**src/rtl/core/mrcr_pkg.sv**
```systemverilog
// ----------------------------------------------------------------------------
// mrcr_pkg: shared types and constants of the matrix row/column rotator
// Command codes, configuration register indexes, field widths and the
// control group that drives the ring of element cells.
// ----------------------------------------------------------------------------
package mrcr_pkg;

	// field widths
	localparam int DATA_W = 32;
	localparam int IDX_W  = 5;
	localparam int AMT_W  = 16;
	localparam int CFG_W  = 6;
	localparam int LEN_W  = 6;
	localparam int CMD_W  = 2;

	// command codes
	localparam logic [CMD_W-1:0] CMD_WRITE   = 2'd0;
	localparam logic [CMD_W-1:0] CMD_READ    = 2'd1;
	localparam logic [CMD_W-1:0] CMD_ROT_ROW = 2'd2;
	localparam logic [CMD_W-1:0] CMD_ROT_COL = 2'd3;

	// configuration register indexes
	localparam logic REG_ROWS = 1'b0;
	localparam logic REG_COLS = 1'b1;

	// ring control, broadcast to every cell
	typedef struct packed {
		logic             shift;
		logic [LEN_W-1:0] len;
	} ring_ctrl_t;

endpackage

```
**src/rtl/core/mrcr_mod.sv**
```systemverilog
// ----------------------------------------------------------------------------
// mrcr_mod: remainder of the rotation amount by the ring length
// Restoring remainder, one dividend bit a cycle; done is high again once the last dividend bit is in.
// ----------------------------------------------------------------------------
module mrcr_mod (
	input  logic                       clk,
	input  logic                       arst_n,
	input  logic                       start,
	input  logic [mrcr_pkg::AMT_W-1:0] dividend,
	input  logic [mrcr_pkg::LEN_W-1:0] divisor,
	output logic                       done,
	output logic [mrcr_pkg::LEN_W-1:0] rem
);
	import mrcr_pkg::*;

	localparam int CNT_W = $clog2(AMT_W + 1);

	logic [AMT_W-1:0] dvd_q;
	logic [LEN_W-1:0] div_q;
	logic [LEN_W-1:0] rem_q;
	logic [CNT_W-1:0] cnt_q;
	logic [LEN_W:0]   trial;
	logic [LEN_W:0]   trial_sub;

	// bring down the next bit, subtract when it fits
	assign trial     = {rem_q, dvd_q[AMT_W-1]};
	assign trial_sub = (trial >= {1'b0, div_q}) ? trial - {1'b0, div_q} : trial;

	always_ff @(posedge clk or negedge arst_n) begin
		if (!arst_n) begin
			cnt_q <= '0;
			dvd_q <= '0;
			div_q <= '0;
			rem_q <= '0;
		end else if (start) begin
			cnt_q <= CNT_W'(AMT_W);
			dvd_q <= dividend;
			div_q <= divisor;
			rem_q <= '0;
		end else if (cnt_q != '0) begin
			cnt_q <= cnt_q - CNT_W'(1);
			dvd_q <= {dvd_q[AMT_W-2:0], 1'b0};
			rem_q <= trial_sub[LEN_W-1:0];
		end
	end

	assign done = cnt_q == '0;
	assign rem  = rem_q;

endmodule

```
**config.mk**
```make
export PLATFORM = sky130hd
export DESIGN_NAME = mrcr_mod
export DESIGN_NICKNAME = d
export VERILOG_FILES = /design/src/rtl/core/mrcr_pkg.sv /design/src/rtl/core/mrcr_mod.sv
export SDC_FILE = /design/constraint.sdc
export NUM_CORES = 1
export LEC_CHECK = 0
export BUFFER_PORTS_ARGS = -buffer_cell sky130_fd_sc_hd__buf_2
export CAP_MARGIN = 25
export CORE_MARGIN = 5
export CORE_UTILIZATION = 30
export CTS_BUF_LIST = sky130_fd_sc_hd__clkbuf_16
export DETAILED_ROUTE_END_ITERATION = 6
export PLACE_DENSITY = 0.47
export SYNTH_ARGS = -nofsm -noshare
export SYNTH_HDL_FRONTEND = slang
export SYNTH_SLANG_ARGS = --single-unit
export TNS_END_PERCENT = 10
```
**constraint.sdc**
```tcl
create_clock -name clk -period 2.6 [get_ports clk]
set_input_delay 0.26 -clock clk [delete_from_list [all_inputs] [get_ports clk]]
set_output_delay 0.26 -clock clk [all_outputs]
set_load 0.01 [all_outputs]
```
==> flow_summary.ini <==
[logic_synthesis]
synth_async_sr_flop_share_pct = 100
netlist_instances = 182
syn_nets = 215
synthAdderAreaFrac_pct = 5.91
ys_seq_elements = 33
synth_cell_types = 38
synth-xor-area-share_pct = 1.92
synth.avg_cell_area_um2 = 10.0
synth_area_leader_cell = dfrtp_1
synth_area_um2 = 1820
synth_edf_count = 0
ys_seq_area_share_pct = 45.4
synth_top_area_share_pct = 45.4
synth_top_family_by_area = compound AO/OA/AOI/OAI gates
synth_ff_type = dfrtp_1
ys_warn_count = 0
yosys.area_share.simple_pct = 11.2
yosys-top-cells-area = dfrtp_1 45%, mux2i_1 10%, ha_1 4.8%, nand2_1 4.7%, a211oi_2 4.1%
synth_compound_area_share_pct = 18.0
synthMuxAreaShare_pct = 11.7

[final_layout]
n_antenna_cell = 0
area_growth_pct = 20.1
layout_common_cells = 33 x dfrtp_1, 31 x buf_2, 23 x nand2_1, 19 x mux2i_1, 14 x o21ai_0
area.sequential_um2 = 826
num-fill-cells = 600
instances_no_fill = 291
multiInputGateArea_um2 = 887
drive_gt1_share_pct = 24.5
final_common_cell = dfrtp_1
nets = 248

[grt]
grt_max_degree = 34
antenna_found_initial = 0
overflow = 0
grt_pass1_wl_mm = 6.62
grt_pass1_vias = 1382
track_usage_pct = 10.9

[die]
die_w_um = 87.9
die_h_um = 87.9
coreArea_um2 = 5920
pin_count = 32
placement_rows = 28
start_util_pct = 30.7
dieArea_um2 = 7730

[clock_network]
cts.repair.resized = 0
clock_latency_ns = 0.27
post_cts_buffers = 0
cts_made_buffers = 5
clk_path_buf_depth = 2
clkTransAtPathRegs_ns = 0.06
htree_levels = 2
cts.sinks = 33
cts-root-buf = clkbuf_16
ctsHoldBuffers = 0
cts_tree = built

[place]
gp_congestion = 0.842
io_buffers = 31
dp_cells = 283
dp_hpwl_mm = 2.86

[sta]
fmax_mhz = 470
period_needed_ns = 2.13
hold_viol = 0
slew_headroom_pct = 49.3
setup_viol = 0
whs_ns = 0.0599
period_share_pct = 81.8
drv_slew = 0
worst_pin_slew_ns = 0.761
rsz0062_at_grt = no
finalClockSkew_ns = 0.00440
tns_ns = 0

[route]
final_antenna_net_count = 0
vias = 1341
post_drt_wl_per_cell_um = 13.4
drc_errors = 0
drt-vias-per-instance = 4.61
firstDrtPassIters = 4
drt-initial-drc-count = 61
wirelength_mm = 3.90

[pwr]
ir_drop_mv = 0.362
pwr_density_cell_nw_per_um2 = 971
power_leakage_uw = 0.00112

[critical_path]
crit_path_start_kind = flop
setup.worst_path.start = dvd_q[15]
ff2ff_setup_slack_ns = 0.47
critPathKind = flop to flop
cp.arrival_ns = 2.32
regToRegEndpoint = rem[0]
endpoint_kind = flop
cp.required_ns = 2.79
r2r_cells = 7
cp_max_fo = 7
rr_startpoint = dvd_q[15]

[run_status]
outcome = completed

[run]
max-cap-violations = 0

[hold_path]
hp-class = input pin to async pin
-- worst max-delay path by stage --
| stage | endpoint | slack (ns) |
|---|---|---|
| floorplan | rem[0] | 0.60 |
| global placement | rem[0] | 0.48 |
| detailed placement | rem[0] | 0.47 |
| CTS | rem[0] | 0.46 |
| global route | rem[0] | 0.34 |
| finish | rem[0] | 0.47 |
-- critical path, stage by stage (launching register included) --
cell and delay (ns):
dfrtp_1 0.35, inv_1 0.11, ha_1 0.25, nand2b_1 0.16, a211o_1 0.34, a21oi_4 0.27
mux2_1 0.37, a211oi_2 0.20
-- flip-flops by register name, summed over array words and instances (netlist names) --
name / cells
cnt_q: 5
div_q: 6
rem: 6
dvd_q: 16
-- Yosys cell counts, types with 2 or more instances --
cell	instances
inv_1	12
dfrtp_1	33
buf_6	3
nand2_1	23
nor3_1	3
a21oi_1	6
nor2b_1	2
ha_1	7
xnor2_1	3
a211oi_2	6
clkbuf_1	5
o21ai_0	14
nor2_1	11
o21ai_1	10
mux2i_1	19
a21o_1	3
-- where the power goes --
part / switching [uW] / total [uW] / internal, uW
sequential: 81.3 / 710 / 629
combinational: 449 / 850 / 401
clock: 213 / 563 / 350
-- final cells by class --
type                       count  area share [%]
clock inverter                 3           0.801
sequential                    33            37.8
multi-input combinational    127            40.6
clock buffer                   5            5.72
tap                           75            4.29
timing repair buffer          35            8.47
inverter                      13            2.35
-- cell families (layout without fill, tap and decap cells) --
logic type      after synthesis  in the layout
fa+ha+maj                     8              8
compound gates               48             48
simple gates                 46             46
flops                        33             33
buf+inv                      22             56
mux                          21             21
xor+xnor                      4              4
-- metal layers --
layer / track usage, % / vias to the layer above / share of wire [%]
li1: - / 694 / -
met3: 2.73 / 2 / 2.9
met5: 0 / - / 0
met2: 17.7 / 20 / 48
met4: 2.51 / 0 / 0.62
met1: 14.8 / 625 / 48
-- through the flow --
stage | power, uW | instance area (um^2) | util (%) | worst slack [ns]
after floorplan | 1400 | 1820 | - | 0.604
after global placement | 1590 | 2040 | 34.5 | 0.485
after detailed placement | 1580 | 2040 | 34.5 | 0.471
after CTS | 2160 | 2190 | 36.9 | 0.462
after global routing | 2280 | 2190 | 36.9 | 0.339
final | 2120 | 2190 | 36.9 | 0.472
(Power assumes the default switching activity.)
