### src/rtl/core/mrcr_pkg.sv
// ----------------------------------------------------------------------------
// mrcr_pkg: shared types and constants of the matrix row/column rotator
// Command codes, configuration register indexes, field widths and the
// control group that drives the ring of element cells.
// ----------------------------------------------------------------------------
package mrcr_pkg;

	// field widths
	localparam int DATA_W = 32;
	localparam int IDX_W  = 5;
	localparam int AMT_W  = 16;
	localparam int CFG_W  = 6;
	localparam int LEN_W  = 6;
	localparam int CMD_W  = 2;

	// command codes
	localparam logic [CMD_W-1:0] CMD_WRITE   = 2'd0;
	localparam logic [CMD_W-1:0] CMD_READ    = 2'd1;
	localparam logic [CMD_W-1:0] CMD_ROT_ROW = 2'd2;
	localparam logic [CMD_W-1:0] CMD_ROT_COL = 2'd3;

	// configuration register indexes
	localparam logic REG_ROWS = 1'b0;
	localparam logic REG_COLS = 1'b1;

	// ring control, broadcast to every cell
	typedef struct packed {
		logic             shift;
		logic [LEN_W-1:0] len;
	} ring_ctrl_t;

endpackage

### src/rtl/core/mrcr_cell.sv
// ----------------------------------------------------------------------------
// mrcr_cell: one element cell of the rotation ring
// Holds one word. On a shift it takes the word of the next cell, or, when it
// is the last cell of the active ring, the word on the tail input.
// ----------------------------------------------------------------------------
module mrcr_cell #(
	parameter int IDX = 0
) (
	input  logic                       clk,
	input  mrcr_pkg::ring_ctrl_t       ctrl,
	input  logic [mrcr_pkg::DATA_W-1:0] next_d,
	input  logic [mrcr_pkg::DATA_W-1:0] tail_d,
	output logic [mrcr_pkg::DATA_W-1:0] q
);
	import mrcr_pkg::*;

	logic active;
	logic is_tail;

	// position of this cell against the active ring length
	assign active  = IDX < int'(ctrl.len);
	assign is_tail = IDX == int'(ctrl.len) - 1;

	always_ff @(posedge clk) begin
		if (ctrl.shift && active) begin
			q <= is_tail ? tail_d : next_d;
		end
	end

endmodule

### config.mk
export PLATFORM = sky130hd
export DESIGN_NAME = mrcr_cell
export DESIGN_NICKNAME = d
export VERILOG_FILES = /design/src/rtl/core/mrcr_pkg.sv /design/src/rtl/core/mrcr_cell.sv
export SDC_FILE = /design/constraint.sdc
export NUM_CORES = 1
export LEC_CHECK = 0
export ABC_AREA = 0
export BUFFER_PORTS_ARGS = -buffer_cell sky130_fd_sc_hd__buf_2
export CAP_MARGIN = 40
export CORE_AREA = 2 2 64 66
export CTS_CLUSTER_SIZE = 10
export DETAILED_ROUTE_END_ITERATION = 6
export DIE_AREA = 0 0 66 68
export PLACE_DENSITY = 0.78
export SKIP_CTS_REPAIR_TIMING = 1
export SLEW_MARGIN = 20
export SYNTH_ARGS = -nofsm -noshare
export SYNTH_HDL_FRONTEND = slang
export SYNTH_SLANG_ARGS = --single-unit
### constraint.sdc
create_clock -name clk -period 1.5 [get_ports clk]
set_input_delay 0.075 -clock clk [delete_from_list [all_inputs] [get_ports clk]]
set_output_delay 0.075 -clock clk [all_outputs]
set_load 0.02 [all_outputs]
==> results.sh, run 1 <==
export IMPL_syn_to_final_growth_pct=44.2
export IMPL_globalRouteOverflowTotal=0
export IMPL_die_h_microns=68
export IMPL_viasPerCell=4.41
export IMPL_antenna_found_initial=0
export IMPL_finalSetupViolCount=0
export IMPL_report_final_slew_viol_count=0
export IMPL_grt_max_degree=18
export IMPL_rows=23
export IMPL_tightest_slew_ps=260
export IMPL_synth_area_leader_cell="edfxtp_1"
export IMPL_drv_cap=0
export IMPL_finalCritPeriodShare_pct=70.9
export IMPL_initial_core_util_pct=39.0
export IMPL_rsz0062_at_grt="false"
export IMPL_clkSinkCount=32
export IMPL_yosys_top_cells_area="edfxtp_1, mux2_4, buf_6"
export IMPL_drive_gt1_share_pct=80.3
export IMPL_avgRoutedWirePerCell_microns=13.0
export IMPL_portBuffers=103
export IMPL_setup_tns_ps=0
export IMPL_status="finished, final reports clean"
export IMPL_nFillCells=339
export IMPL_yosysWarnings=0
export IMPL_reg_top3="q: 32 flops"
export IMPL_ys_types=9
export IMPL_diodes=0
export IMPL_drt_iter0_drc=27
export IMPL_dieArea_sq_um=4490
export IMPL_core_area_sq_um=3860
export IMPL_regMostFlops="q"
export IMPL_track_usage_pct=13.8
export IMPL_fin_crit_ps=1060
export IMPL_first_global_vias=1019
export IMPL_ys_ff_latch=32
export IMPL_leakage_nw=1.09
export IMPL_syn_num_nets=144
export IMPL_place_ws_ps=150
export IMPL_required_ps=1520
export IMPL_syn_avg_cell_area_sq_um=20.9
export IMPL_hold_viol=0
export IMPL_final_nets=255
export IMPL_wirelength_microns=3030
export IMPL_cts_root_buf="clkbuf_8"
export IMPL_ant_nets=0
export IMPL_yosys_area_top_type_share_pct=63.9
export IMPL_cp_max_fo=15
export IMPL_clock_path_buffers=2
export IMPL_grt_pass1_wl_microns=4390
export IMPL_vias=1027
export IMPL_htree_levels=2
export IMPL_hold_class="in2reg"
export IMPL_criticalPathCategory="in2reg"
export IMPL_worstPathArrival_ps=1090
export IMPL_path_clk_slew_ps=60
export IMPL_seqCellArea_sq_um=961
export IMPL_ir_drop_v=0.000529
export IMPL_dr_pass1_iters=3
export IMPL_io_pins=104
export IMPL_numCtsBuffers=5
export IMPL_multi_input_area_sq_um=508
export IMPL_placed_area_sq_um=2090
export IMPL_worstSetupEndpointType="flip-flop"
export IMPL_largest_reg_flops=32
export IMPL_setup_ws_ps=437
export IMPL_place_congestion=0.706
export IMPL_die_w_microns=66
export IMPL_design_area_sq_um=2170
export IMPL_syn_inst=72
export IMPL_remaining_drc_errors=0
export IMPL_max_freq_mhz=940
export IMPL_cts_tree="done"
export IMPL_slew_headroom_pct=82.6
export IMPL_syn_area_sq_um=1500
export IMPL_stdcell_count=233
export IMPL_start_kind="input pin"
export IMPL_dp_cells=226
export IMPL_fin_hold_ws_ps=98.5
export IMPL_yosysSeqAreaShare_pct=63.9
export IMPL_power_density_nw_per_um2=947
cells by family after synthesis:
logic type	Yosys count	synth area share [%]
AOI/OAI and AO/OA	1	0.500
buffers and inverters	3	2.25
DFF	32	63.9
muxes	32	31.5
and+or+nand+nor	4	1.83
worst max-delay path: stages:
cell and delay (ps):
buf_2 100, nor3_2 220, nand3_2 130, buf_4 240
mux2_4 320
cells in the final DEF, fill, tap and decap left out:
master	count
o21a_1	1
clkbuf_8	5
mux2_4	30
buf_12	1
clkbuf_1	1
edfxtp_1	32
nor2_1	1
nand3_2	1
buf_4	3
nor3_2	1
buf_2	103
clkinv_2	1
mux2_2	2
nand2_1	1
per-layer routing:
layer,global-route usage [%],part of all wire (%),vias to the layer above
met4,6.89,0.96,0
met3,5.76,9.6,4
met2,25.5,54,56
met1,13.2,36,466
li1,-,-,501
met5,0,0,-
final timing paths:
path,from,to,slack [ps],depth (start not counted)
setup / recovery,ctrl[1],q[11]$_DFFE_PP_,440,5
hold / removal,tail_d[25],q[25]$_DFFE_PP_,100,2
per-stage QoR:
| step | util (%) | power (W) |
|---|---|---|
| 5_1_grt | 56.2 | 0.00215 |
| 6_report | 56.2 | 0.00205 |
| 4_1_cts | 56.2 | 0.00209 |
| 3_5_place_dp | 54.2 | 0.00148 |
| 3_3_place_gp | 54.2 | 0.00147 |
| 2_1_floorplan | - | 0.00130 |
final cells by class:
type,instances,area share [%]
flip-flops and latches,32,44.3
well taps,50,2.89
repair buffers,107,25.8
multi-input cells,37,23.4
clock buffers,6,3.35
clock inverters,1,0.231
where the power goes:
group | switching (W) | internal (W)
registers | 0.0000168 | 0.00107
clock network | 0.000285 | 0.000315
logic | 0.000184 | 0.000182
cells in the mapped netlist (all sizes together):
cell,count
edfxtp,32
mux2,32
buf,3
nand2,1
nand3,1
nor2,1
nor3,1
o21a,1
No activity file was read; power rests on OpenSTA's default activity.
==> run 2: changes to the inputs <==
==> constraint.sdc (replaced) <==
create_clock -name clk -period 1 [get_ports clk]
set_input_delay 0.05 -clock clk [delete_from_list [all_inputs] [get_ports clk]]
set_output_delay 0.05 -clock clk [all_outputs]
set_load 0.02 [all_outputs]
==> results.sh, run 2 (synthesis gave the netlist of run 1 again) <==
export IMPL_regMostFlops="q"
export IMPL_cts_root_buf="clkbuf_8"
export IMPL_path_clk_slew_ps=70
export IMPL_numCtsBuffers=5
export IMPL_cpPeakStageDelay_ps=300
export IMPL_wirelength_microns=3080
export IMPL_grt_pass1_wl_microns=4260
export IMPL_cp_max_fo=17
export IMPL_criticalPathCategory="in2reg"
export IMPL_viasPerCell=4.54
export IMPL_dp_cells=225
export IMPL_antenna_found_initial=0
export IMPL_syn_to_final_growth_pct=47.9
export IMPL_htree_levels=2
export IMPL_final_common_cell="buf_2"
export IMPL_top_usage_layer="met2"
export IMPL_hold_viol=0
export IMPL_cts_tree="done"
export IMPL_fin_crit_ps=961
export IMPL_drt_iter0_drc=35
export IMPL_clkSinkCount=32
export IMPL_leakage_nw=1.11
export IMPL_grt_max_degree=33
export IMPL_required_ps=1030
export IMPL_vias=1058
export IMPL_power_density_nw_per_um2=1520
export IMPL_avgRoutedWirePerCell_microns=13.2
export IMPL_status="finished, final reports clean"
export IMPL_worstSetupEndpointType="flip-flop"
export IMPL_report_final_slew_viol_count=0
export IMPL_track_usage_pct=13.1
export IMPL_globalRouteOverflowTotal=0
export IMPL_diodes=0
export IMPL_hold_class="in2reg"
export IMPL_stdcell_count=233
export IMPL_rows=23
export IMPL_die_w_microns=66
export IMPL_start_kind="input pin"
export IMPL_cp_depth=5
export IMPL_first_global_vias=954
export IMPL_final_cell_mix="buf_2, edfxtp_1, mux2_4"
export IMPL_min_path_cells=2
export IMPL_cp_buffers_inverters=2
export IMPL_max_freq_mhz=1040
export IMPL_largest_reg_flops=32
export IMPL_slew_headroom_pct=70.2
export IMPL_die_h_microns=68
export IMPL_path_cells="buf_2, nor3_4, nand3_4, buf_12, mux2_4"
export IMPL_final_nets=254
export IMPL_initial_core_util_pct=39.0
export IMPL_ant_nets=0
export IMPL_slowest_stage="mux2_4"
export IMPL_met1_usage_pct=15.2
export IMPL_remaining_drc_errors=0
export IMPL_dr_pass1_iters=2
export IMPL_drv_cap=0
export IMPL_finalSetupViolCount=0
export IMPL_grtUsageMet3_pct=5.59
export IMPL_clock_path_buffers=2
export IMPL_ir_drop_v=0.000929
export IMPL_critPathTopFamily="simple AND/OR/NAND/NOR gates"
export IMPL_setup_tns_ps=0
export IMPL_reg_top3="q: 32 flops"
export IMPL_dieArea_sq_um=4490
export IMPL_worstPathArrival_ps=990
export IMPL_rsz0062_at_grt="false"
export IMPL_place_congestion=0.657
export IMPL_core_area_sq_um=3860
export IMPL_grtUsageMet2_pct=20.7
export IMPL_portBuffers=103
export IMPL_tightest_slew_ps=447
export IMPL_io_pins=104
export IMPL_finalCritPeriodShare_pct=96.1
export IMPL_drive_gt1_share_pct=80.3
## run 2: worst paths after layout
check / end / slack (ps) / start
min: q[16]$_DFFE_PP_ / 70 / tail_d[16]
max: q[2]$_DFFE_PP_ / 40 / ctrl[1]
## run 2: stage by stage
stage | total power [W] | utilization (%) | hold slack [ps] | cell area [sq um] | setup WS [ps]
2_1_floorplan | 0.00196 | - | 267 | 1540 | -118
3_3_place_gp | 0.00221 | 54.9 | 351 | 2120 | -243
3_5_place_dp | 0.00223 | 54.9 | 353 | 2120 | -264
4_1_cts | 0.00343 | 57.6 | 55.3 | 2220 | 42.0
5_1_grt | 0.00352 | 57.6 | 54.4 | 2220 | 10.2
6_report | 0.00338 | 57.6 | 65.7 | 2220 | 39.0
## run 2: cell type report
type | count | area (sq um)
Sequential cell | 32 | 961
Clock inverter | 3 | 37.5
Clock buffer | 5 | 68.8
Timing Repair Buffer | 106 | 563
Tap cell | 50 | 62.6
Fill cell | 342 | 1630
Multi-Input combinational cell | 37 | 529
## run 2: routing by layer
metal / wire [microns] / share of wire (%)
met5: 0 / 0
met2: 1540 / 50
met4: 48 / 1.6
met3: 333 / 11
met1: 1160 / 38
## run 2: report_power, final
group	internal, W	switching (W)
clock network	0.000725	0.000466
logic	0.000275	0.000285
registers	0.00160	0.0000242
